### src/hdl/ldpm_delay.sv
// Enabled shift line that aligns side data with the multiplier stages.
// Depends on nothing outside this file.

module ldpm_delay #(
    parameter int W     = 64,
    parameter int DEPTH = 1
) (
    input  logic         i_clk,
    input  logic         i_en,
    input  logic [W-1:0] i_d,
    output logic [W-1:0] o_q
);

    logic [W-1:0] r_tap [DEPTH];

    // Advance all taps together with the pipeline
    always_ff @(posedge i_clk) begin
        if (i_en) begin
            r_tap[0] <= i_d;
            for (int i = 1; i < DEPTH; i++) begin
                r_tap[i] <= r_tap[i-1];
            end
        end
    end

    assign o_q = r_tap[DEPTH-1];

endmodule

### config.mk
export PLATFORM = sky130hd
export DESIGN_NAME = ldpm_delay
export DESIGN_NICKNAME = d
export VERILOG_FILES = /design/src/hdl/ldpm_delay.sv
export SDC_FILE = /design/constraint.sdc
export NUM_CORES = 1
export LEC_CHECK = 0
export ABC_AREA = 0
export BUFFER_PORTS_ARGS = -buffer_cell sky130_fd_sc_hd__buf_4
export CAP_MARGIN = 20
export CORE_UTILIZATION = 43
export DETAILED_ROUTE_END_ITERATION = 16
export PLACE_DENSITY = 0.79
export SETUP_SLACK_MARGIN = 0.2
export SYNTH_ARGS = -nofsm -noshare
export SYNTH_HDL_FRONTEND = slang
export SYNTH_SLANG_ARGS = --single-unit
### constraint.sdc
create_clock -name i_clk -period 0.9 [get_ports i_clk]
set_input_delay 0.225 -clock i_clk [delete_from_list [all_inputs] [get_ports i_clk]]
set_output_delay 0.225 -clock i_clk [all_outputs]
set_load 0.05 [all_outputs]
[Word-level counts from Yosys, hierarchy flattened]
Memory sizes are Yosys's and may differ from the RTL's.
Cells that the tools add are included.
Storage, ports and cells
  register bits after elaboration: 0
  latch bits: 0
  bits in writable memories: 64
  ROM bits: 0
  bits of input ports: 66
  output and inout port bits: 64
  logic and storage cells: 3
  memories kept: 1
Memory list
  r_tap: words 1, bits a word 64, rd ports 1, clocked after memory_dff 0, wr ports 1, line 14  | logic [W-1:0] r_tap [DEPTH];
Operators by class
  add/subtract/negate cells: 0
  multipliers: 0
  divide/modulo/power cells: 0
  $lt $le $gt $ge: 0
  equality and inequality tests: 0
  shift operators: 0
  mux-type cells: 2
  bitwise logic cells: 0
  reductions and logical operators: 0
Operators with widths (number)
  $mux 1: 2

[Longest topological paths before layout]
  word-level depth: 2
  depth in mapped cells: 0

[Least setup slack after synthesis]
No wires, ideal clock.
  kind: register to output
  from: mem r_tap[0][0]
  to: out o_q[0]
  data arrival time: 0.601 ns
  required time: 0.675 ns
  setup slack: 0.074 ns
  cell stages (with the launch flop): 1
  path buffers: 0
  cells stage by stage: edfxtp_1
Between the ends
  cells in the longest elaborated chain, start to end: 1
RTL lines
  start, declared: line 14
  $mem_v2 1x64
  end, declared: line 11  | output logic [W-1:0] o_q
Every way passes these cells.

[Worst setup path after layout]
  from: mem r_tap[0][56]
  to: out o_q[56]
Same word-level chain as after synthesis.

==> reports/metrics.sh <==
N_MULTI_INPUT_COMBINATIONAL_CELL=0
FINISH.NET_COUNT=274
CTS-ROOT-BUF='clkbuf_8'
WORST-ENDPOINT-REQUIRED_PS=670
POSTROUTEANTENNANETS=0
BIGGESTREGSBYFLOPS='r_tap x64'
POST_CTS.REPAIR.SETUP_BUFFERS=0
DRT-WIRELENGTH-PER-CELL_UM=19.2
SLEW_VIOLATIONS=0
NUMPLACEDINSTANCES=247
DIE_WIDTH_UM=68.9
DIE_HEIGHT_UM=68.9
CRIT_TYPE='reg2out'
REGISTER_AREA_UM2=1920
ROUTE.DETAILED.VIAS_PER_INST=4.72
NUM_ANTENNA_CELLS=0
SYN_AREA_PER_CELL_UM2=30.0
YOSYS_REGISTER_BITS=64
PLACEMENT.IO_BUFFERS=129
GRT_USE_TOTAL_PCT=23.6
POST_ROUTE_CELLS_DRIVE_ABOVE_1_SHARE_PCT=67.3
SYNTH_COMPOUND_AREA_SHARE_PCT=0
YOSYS.AREA_SHARE.XOR_XNOR_PCT=0
POWER_PER_CELL_AREA_nW_PER_UM2=2130
HOLDPATHSTAGES=1
SYNTH_TOP_CELLS_BY_AREA='edfxtp_1 (100%)'
GLOBAL_ROUTE.OVERFLOW_TOTAL=0
IOS=130
TIMING.CRITICAL_PATH.CELLS='buf_6'
SYNTH.YOSYS.WARNINGS=0
CLK_PIN_SLEW_PS=70
IR_DROP_mV=1.49
CTS.PATH.MAX_BUFFERS=2
PRE_CTS_WS_PS=40.4
DRC_MARKERS=0
POST_SYNTH_MUX_AREA_SHARE_PCT=0
PLACEABLE_CORE_REGION_UM2=4140
FIRSTDRTPASSITERS=4
TOP_REGISTER='r_tap'
MIN_PERIOD_OVER_PERIOD_PCT=129
ENDPOINT_KIND='output port'
SYN_NETS=130
CTS_STAGE_HOLD_BUFFER_COUNT=0
CRITPATHARRIVALTIME_PS=940
FINAL_HOLD_VIOL_COUNT=0
DRTITER0DRC=74
DRT-TOTAL-WL_MM=5.02
MAPPEDNETLISTAREA_UM2=1920
LARGEST_REGISTER_FFS=64
TIMING.FINAL.SETUP_VIOLATIONS=64
TRITONCTS.NUM_BUFFERS=9
SYNTHCELLS=64
CP_TOP_FAMILY='flip-flops'
LAYOUT-AREA-OVERHEAD-VS-SYNTH_PCT=76.4
RSZ0062_AT_GRT='true'
CRITICAL-PATH-MAX-STAGE-DELAY_PS=430
CRITICAL-PATH-SLOWEST-CELL='edfxtp_1'
ROWS=23
GLOBALPLACE.CONGESTION=0.704
LEAKAGEPOWER_uW=0.00143
FILLCELLCOUNT=204
GRT_ANTENNA_BEFORE_REPAIR=0
PLACEMENT.CELL_AREA_UM2=3010
WORST-PATH-MAX-FANOUT=1
FINAL_CORE_UTIL_PCT=81.8
MULTIINPUTGATEAREA_UM2=0
MAXCAPVIOLATIONS=0
CRITPATHLAUNCHTYPE='flop'
H-TREE-DEPTH=3
SYNTH_SEQ_AREA_SHARE_PCT=100
MAX_SLEW.WORST_PIN.SLEW_PS=138
TRITONCTS='done'
WORSTSETUPPATHDEPTH=1
GRT_START_MAX_NET_PINS=27
SETUP_WS_FINAL_PS=-260
GRT_FIRST_PASS_WIRELENGTH_MM=7.01
LAYOUT_MIN_CYCLE_TIME_PS=1160
LAYOUT_CELL_AREA_EXCL_FILL_UM2=3390
MAXSLEWHEADROOM_PCT=90.8
NUMCLOCKSINKS=64
VIOLATIONS='negative setup slack'
POST_SYNTH_AND_OR_NAND_NOR_AREA_FRACTION_PCT=0
SYNTHDISTINCTLIBCELLS=1
AREA_SHARE_OF_FA_HA_MAJ_CELLS_AFTER_SYNTHESIS_PCT=0
YOSYS.AREA.TOP_TYPE_SHARE_PCT=100
VIAS_IN_THE_FIRST_GLOBAL_ROUTE=1422
WORST-PATH-BUF-INV=1
TIMING.HOLD.WORST.CLASS='in2reg'
FP.DIEAREA_UM2=4740
LARGEST_AREA_CONTRIBUTOR_IN_THE_SYNTHESIZED_NETLIST='edfxtp_1'
ACHIEVABLE-FREQUENCY_MHz=862
START_UTIL_PCT=46.4
DR_TOTAL_VIAS=1232
FINAL_CELLS=261
STATUS='finished with violations'
==> layout by cell type, fill, tap and decap left out <==
cell type and n:
buf_12 2, clkbuf_1 2, clkbuf_8 9, edfxtp_1 64
buf_6 64, clkinv_1 3, buf_4 67
==> per-layer routing <==
layer / track usage, % / wire, um / vias to the layer above
met2: 41.3 / 2860 / 84
li1: - / - / 546
met5: 0 / 0 / -
met1: 19.7 / 1470 / 594
met4: 13.8 / 102 / 0
met3: 15.0 / 587 / 8
==> Yosys cell counts <==
cell type	n
edfxtp_1	64
==> report_power, final <==
| part | total (uW) | internal (uW) | switching (uW) |
|---|---|---|---|
| Combinational | 1630 | 617 | 1010 |
| Sequential | 3670 | 3550 | 116 |
| Clock | 1930 | 942 | 986 |
| Total | 7220 | 5110 | 2110 |
==> kinds of logic after synthesis <==
logic type,Yosys count
flops,64
==> cell type report <==
| cell class | instances | area share (%) |
|---|---|---|
| sequential | 64 | 56.7 |
| tap | 50 | 1.85 |
| timing repair buffer | 133 | 37.3 |
| clock inverter | 3 | 0.332 |
| clock buffer | 11 | 3.87 |
==> path summary, 6_finish.rpt <==
check                     from            to  slack, ps
hold / removal         i_d[14]  r_tap[0][14]         60
setup / recovery  r_tap[0][56]       o_q[56]       -260
==> stage by stage <==
| stage | power (uW) | hold slack, ps | TNS, ps |
|---|---|---|---|
| after global placement | 5130 | 403 | 0 |
| after detailed placement | 5160 | 405 | 0 |
| after global routing | 7480 | 40.8 | -16090 |
| after CTS | 7250 | 55.1 | -14110 |
| final | 7220 | 64.9 | -13400 |
| after floorplan | 4500 | 324 | 0 |
==> repair_timing <==
item | in CTS | in global routing
endpoints found under the hold margin | 0 | 0
pin swaps | 0 | 0
setup endpoints to repair | 64 | 64
resized for setup | 64 | 0
cloned | 0 | 0
No activity file was read; power rests on OpenSTA's default activity.
