<file path="config.mk">
export PLATFORM = sky130hd
export DESIGN_NAME = ldpm_mul
export DESIGN_NICKNAME = d
export VERILOG_FILES = /design/src/hdl/ldpm_mul.sv
export SDC_FILE = /design/constraint.sdc
export NUM_CORES = 2
export LEC_CHECK = 0
export BUFFER_PORTS_ARGS = -buffer_cell sky130_fd_sc_hd__buf_4
export CORE_MARGIN = 2
export CORE_UTILIZATION = 40
export CTS_CLUSTER_SIZE = 25
export DETAILED_ROUTE_END_ITERATION = 12
export GPL_ROUTABILITY_DRIVEN = 0
export RECOVER_POWER = 100
export SLEW_MARGIN = 20
export SYNTH_ARGS = -nofsm -noshare
export SYNTH_HDL_FRONTEND = slang
export SYNTH_SLANG_ARGS = --single-unit
</file>
<file path="constraint.sdc">
create_clock -name i_clk -period 11.75 [get_ports i_clk]
set_clock_uncertainty 0.1 [all_clocks]
set_input_delay 0 -clock i_clk [delete_from_list [all_inputs] [get_ports i_clk]]
set_output_delay 0 -clock i_clk [all_outputs]
set_load 0.02 [all_outputs]
</file>
<file path="src/hdl/ldpm_mul.sv">
// Three-stage signed multiplier: 32-bit limb partial products, a carry-merge stage,
// then floor shift, clamp if WO is narrower. Depends on nothing outside this file.

module ldpm_mul #(
    parameter int WA    = 33,
    parameter int WB    = 33,
    parameter int SHIFT = 16,
    parameter int WO    = 64
) (
    input  logic                 i_clk,
    input  logic                 i_en,
    input  logic signed [WA-1:0] i_a,
    input  logic signed [WB-1:0] i_b,
    output logic signed [WO-1:0] o_q
);

    localparam int HA = WA - 32;
    localparam int HB = WB - 32;
    localparam int WP = WA + WB;
    localparam int WM = ((HA > HB) ? HA : HB) + 34;
    localparam int WS = WP - SHIFT;

    logic        [63:0]       r_s1_ll;
    logic signed [HB+32:0]    r_s1_lh;
    logic signed [HA+32:0]    r_s1_hl;
    logic signed [HA+HB-1:0]  r_s1_hh;
    logic        [63:0]       r_s2_ll;
    logic signed [HA+HB-1:0]  r_s2_hh;
    logic signed [WM-1:0]     r_s2_mid;
    logic signed [WO-1:0]     r_q;

    logic signed [WP-1:0]     w_full;
    logic signed [WS-1:0]     w_q;
    logic signed [WO-1:0]     n_q;

    // Stage 1: four limb products, low limbs taken as unsigned
    always_ff @(posedge i_clk) begin
        if (i_en) begin
            r_s1_ll <= 64'(i_a[31:0]) * 64'(i_b[31:0]);
            r_s1_lh <= $signed({1'b0, i_a[31:0]}) * $signed(i_b[WB-1:32]);
            r_s1_hl <= $signed(i_a[WA-1:32]) * $signed({1'b0, i_b[31:0]});
            r_s1_hh <= $signed(i_a[WA-1:32]) * $signed(i_b[WB-1:32]);
        end
    end

    // Stage 2: merge the two cross products
    always_ff @(posedge i_clk) begin
        if (i_en) begin
            r_s2_ll  <= r_s1_ll;
            r_s2_hh  <= r_s1_hh;
            r_s2_mid <= WM'(r_s1_lh) + WM'(r_s1_hl);
        end
    end

    // Stage 3: full product, arithmetic shift rounds toward minus infinity
    assign w_full = $signed({r_s2_hh, r_s2_ll}) + (WP'(r_s2_mid) <<< 32);
    assign w_q    = w_full[WP-1:SHIFT];

    generate
        if (WS > WO) begin : g_sat
            logic [WS-WO:0] w_top;
            assign w_top = w_q[WS-1:WO-1];
            always_comb begin
                if ((&w_top) || (~|w_top)) begin
                    n_q = w_q[WO-1:0];
                end else if (w_q[WS-1]) begin
                    n_q = {1'b1, {(WO-1){1'b0}}};
                end else begin
                    n_q = {1'b0, {(WO-1){1'b1}}};
                end
            end
        end else begin : g_ext
            assign n_q = WO'(w_q);
        end
    endgenerate

    always_ff @(posedge i_clk) begin
        if (i_en) begin
            r_q <= n_q;
        end
    end

    assign o_q = r_q;

endmodule

</file>
# Yosys cells after proc, flatten, opt, wreduce, memory -nomap -nowiden
# Cells that the tools add are included.
word_totals:
  output_inout_bits: 64
  wordCells: 14
  ff_bits: 284
op_classes:
  n_mul: 4
  n_addsub: 2
ops:
  columns: ["cell", "count"]
  rows:
  - ["66-bit adder", 1]
  - ["32-bit by 32-bit multiplier with 64-bit output", 1]
  - ["34-bit adder", 1]
  - ["1-bit by 33-bit multiplier with 34-bit output", 1]
  - ["33-bit by 1-bit multiplier with 34-bit output", 1]
  - ["1-bit by 1-bit multiplier with 2-bit output", 1]

# Logic depth before layout (Yosys ltp)
depth:
  word_depth: 1
  ltp_mapped: 30
  ltp_nobuf: 28

# Least setup slack after synthesis
# No wires, ideal clock.
synth_timing:
  kind: "input to register"
  start: "input port i_b[9]"
  end: "register r_s1_ll[63] (data pin)"
  t_arrival_ns: 6.925
  setup_ns: 0.260
  n_path_buf: 2
  t_required_ns: 11.390
  stages: 26
  slack_ns: 4.466
  cell_sequence: "clkbuf_1 -> clkbuf_1 -> and2_1 -> fa_1 -> fa_1 -> inv_1 -> fa_1 -> fa_1 -> inv_1 -> fa_1 -> fa_1 -> fa_1 -> inv_1 -> fa_1 -> inv_1 -> ha_1 -> a21o_1 -> a21o_1 -> a221oi_1 -> o221a_2 -> o31a_1 -> a2111oi_4 -> o311ai_1 -> o21bai_1 -> a21oi_1 -> xnor2_1"
synth_between:
  elab_chain_cells: 1
synth_rtl:
  columns: ["item", "line_no", "source"]
  rows:
  - ["start, declared", "13", "input logic signed [WB-1:0] i_b,"]
  - ["32-bit by 32-bit multiplier with 64-bit output", "39", "r_s1_ll <= 64'(i_a[31:0]) * 64'(i_b[31:0]);"]
  - ["end signal, assigned", "39", null]
  - ["end, declared", "23", "logic [63:0] r_s1_ll;"]
# Every way passes these cells.
# A chain may end at the register's enable or synchronous reset.

# Worst setup path after layout
layout_timing:
  start: "input port i_b[6]"
  end: "register r_s1_ll[48] (data pin)"
# The elaborated chain is that of the path after synthesis.

==> results.py <==
metrics = {
    "status": {
        "outcome": "finished with violations",
        "violations": "max-capacitance violations, max-slew violations",
    },
    "final_layout": {
        "layout.area.seq_um2": 7570,
        "post_route_cells_drive_above_1_share": 0.0262,
        "layout.nets": 5776,
        "multi_input_comb_area_um2": 33000,
        "syn_to_final_growth_pct": 5.79,
        "layout.cells.most_common": "inv_1",
        "layout.cells.most_common_list": "901 x inv_1, 897 x fa_1, 611 x and2_1",
        "fillCellCount": 10776,
    },
    "cts": {
        "worstSkewPairLatency_ns": 0.60,
        "cts_root_buffer": "clkbuf_16",
        "setup_repair_bufs_after_cts": 0,
        "cts-buffers-inserted": 27,
        "clk_transition_reported_paths_ns": 0.06,
        "clkSinkCount": 252,
        "cts_tree": "yes",
        "ctsLongestPathBuffers": 3,
        "cts-htree-levels": 1,
    },
    "yosys": {
        "ys_async_sr_fraction": 0,
        "yosysWarningCount": 0,
        "yosys_register_bits": 252,
        "synth_ff_type": "edfxtp_1",
        "synthesis.instances": 4566,
        "synthesis.area_um2": 45100,
        "syn-mean-instance-area_um2": 9.88,
        "edff_count_synth": 252,
        "synth.lib_cells_used.distinct": 75,
        "ys_seq_area_frac": 0.168,
        "synth_fp_nets": 5859,
    },
    "floorplan": {
        "die_area_um2": 116000,
        "core_region_area_um2": 112000,
        "initial_utilization": 0.402,
        "dieWidth_um": 340,
        "die_height_um": 340,
        "placement_rows": 123,
        "ios": 132,
    },
    "global_routing": {
        "initial_antenna_violation_count": 4,
        "global_route_wire_length_before_repair_um": 193000,
        "grt.total_usage": 0.216,
        "first_global_vias": 32895,
        "grt_max_degree": 107,
        "grt_remaining_overflow": 0,
    },
    "timing": {
        "timing.fmax_mhz": 105,
        "setup_repair_after_global_routing_missed_its_margin": "no",
        "final-setup-viol-count": 0,
        "report.final.hold_viol_count": 0,
        "tightest_pin_transition_ns": 5.65,
        "timing.final.crit_period_ns": 9.51,
        "timing.max_slew.rel_slack": -2.77,
        "timing.final.max_slew_violations": 336,
        "finalSetupTns_ns": 0,
        "share_of_the_clock_period_used_by_the_worst_path_after_layout": 0.809,
        "hold_ws_ns": 0.0120,
    },
    "setup_path": {
        "cp.required_ns": 11.97,
        "timing_worst_setup_path_type": "in -> reg",
        "worst_ep_arrival_time_ns": 9.73,
        "worst_setup_path_start_kind": "input port",
        "regToRegStartpoint": "r_s1_lh[0]",
        "setup.worst_path.start": "i_b[6]",
        "worst-path-max-fanout": 34,
        "crit_path_end_kind": "flip-flop",
    },
    "detailed_routing": {
        "drtAntennaViolNets": 0,
        "drc": 0,
        "vias": 30725,
        "vias_per_cell": 5.11,
        "postRouteWirelength_um": 122000,
        "detailed_router_iteration_count_before_antenna_repair": 5,
        "drt_first_iter_violations": 2086,
        "avgRoutedWirePerCell_um": 20.3,
    },
    "place": {
        "dp_hpwl_um": 87200,
        "port_buffers": 131,
    },
    "job": {
        "total_of_max_cap_violations": 5,
    },
    "hold_path": {
        "hold_path.class": "in -> reg",
        "min_from": "i_a[28]",
    },
}
==> final timing paths <==
path	end	slack (ns)	cells past startpoint
max reg2reg	r_s2_mid[32]	7.97	13
min	r_s1_lh[28]	0.01	3
max	r_s1_ll[48]	2.24	24
min reg2reg	r_s2_ll[41]	0.29	0
==> state kept, by name, indices dropped and copies added, names as in the netlist <==
| signal | cells |
|---|---|
| r_s1_lh | 34 |
| r_s1_hh | 2 |
| r_s2_mid | 34 |
| r_s1_ll | 48 |
| r_s1_hl | 34 |
| r_s2_hh | 2 |
| r_s2_ll | 48 |
| o_q | 50 |
==> cells by family (layout without fill, tap and decap cells) <==
| family | count (synthesis) | in the layout | share of synthesized area |
|---|---|---|---|
| buffers and inverters | 1177 | 1115 | 0.0992 |
| xor gates and xnor gates | 160 | 160 | 0.0311 |
| adders and majority gates | 1225 | 1225 | 0.489 |
| muxes | 1 | 1 | 0.000222 |
| AOI/OAI and AO/OA | 339 | 339 | 0.0502 |
| other | 1 | 4 | 0.0000831 |
| and+or+nand+nor | 1411 | 1411 | 0.163 |
| DFF | 252 | 252 | 0.168 |
==> metal layers <==
metal	track usage	routed length, um
met5	0	11
met4	0.0515	2930
met3	0.0251	7720
met2	0.359	57700
met1	0.304	53700
==> area by class of cell <==
| cell class | instances | area share |
|---|---|---|
| clock inverters | 17 | 0.00346 |
| inverters | 901 | 0.0709 |
| diodes | 3 | 0.000157 |
| clock buffers | 33 | 0.0146 |
| multi-input cells | 3137 | 0.692 |
| well taps | 1500 | 0.0393 |
| flip-flops and latches | 252 | 0.159 |
| repair buffers | 164 | 0.0214 |
==> what timing repair did <==
item,4_1_cts,5_1_grt
endpoints found under the hold margin,157,0
hold buffers,25,0
gates resized for setup,0,0
==> synthesized netlist by cell type (12+ instances only) <==
cell	instances	area [um^2]
nor2_1	95	357
nand2b_1	20	125
a21o_1	52	390
nand3_1	30	150
nor2b_1	26	163
xor2_1	49	429
a21oi_1	107	536
a31oi_1	12	75.1
o21bai_1	13	97.6
clkbuf_1	254	953
ha_1	328	4100
o21a_1	23	173
buf_4	14	105
nand4_1	15	93.8
xnor2_1	111	972
nand2_1	494	1850
inv_1	901	3380
nor4_1	15	93.8
nor3_1	33	165
and2_1	628	3930
edfxtp_1	252	7570
and3_1	19	119
fa_1	897	18000
o21ai_0	53	265
==> stage by stage <==
step | cell area, um^2 | worst slack, ns | std cells | utilization
after global routing | 47700 | 1.94 | 6005 | 0.425
final | 47700 | 2.24 | 6007 | 0.425
after detailed placement | 47000 | 3.75 | 5929 | 0.419
after CTS | 48100 | 3.82 | 6004 | 0.428
after global placement | 47000 | 3.85 | 5929 | 0.419
after floorplan | 45100 | 4.47 | 4566 | -
==> critical path: stages <==
cell	delay, ns
dlygate4sd3_1	0.61
clkbuf_1	1.49
and2_0	0.31
fa_1	0.45
fa_1	0.50
fa_1	0.57
inv_1	0.05
fa_1	0.47
inv_1	0.06
fa_1	0.49
fa_1	0.55
fa_1	0.44
fa_1	0.42
ha_1	0.38
a2111oi_4	0.38
o21ai_0	0.18
a21oi_2	0.18
o22ai_1	0.20
a31oi_1	0.59
o21ai_0	0.29
a31oi_1	0.31
o221ai_1	0.24
a221oi_1	0.38
xnor2_1	0.11
Power is not shown: default switching activity piles up to over one toggle a cycle in this logic, so the estimate is an artifact.
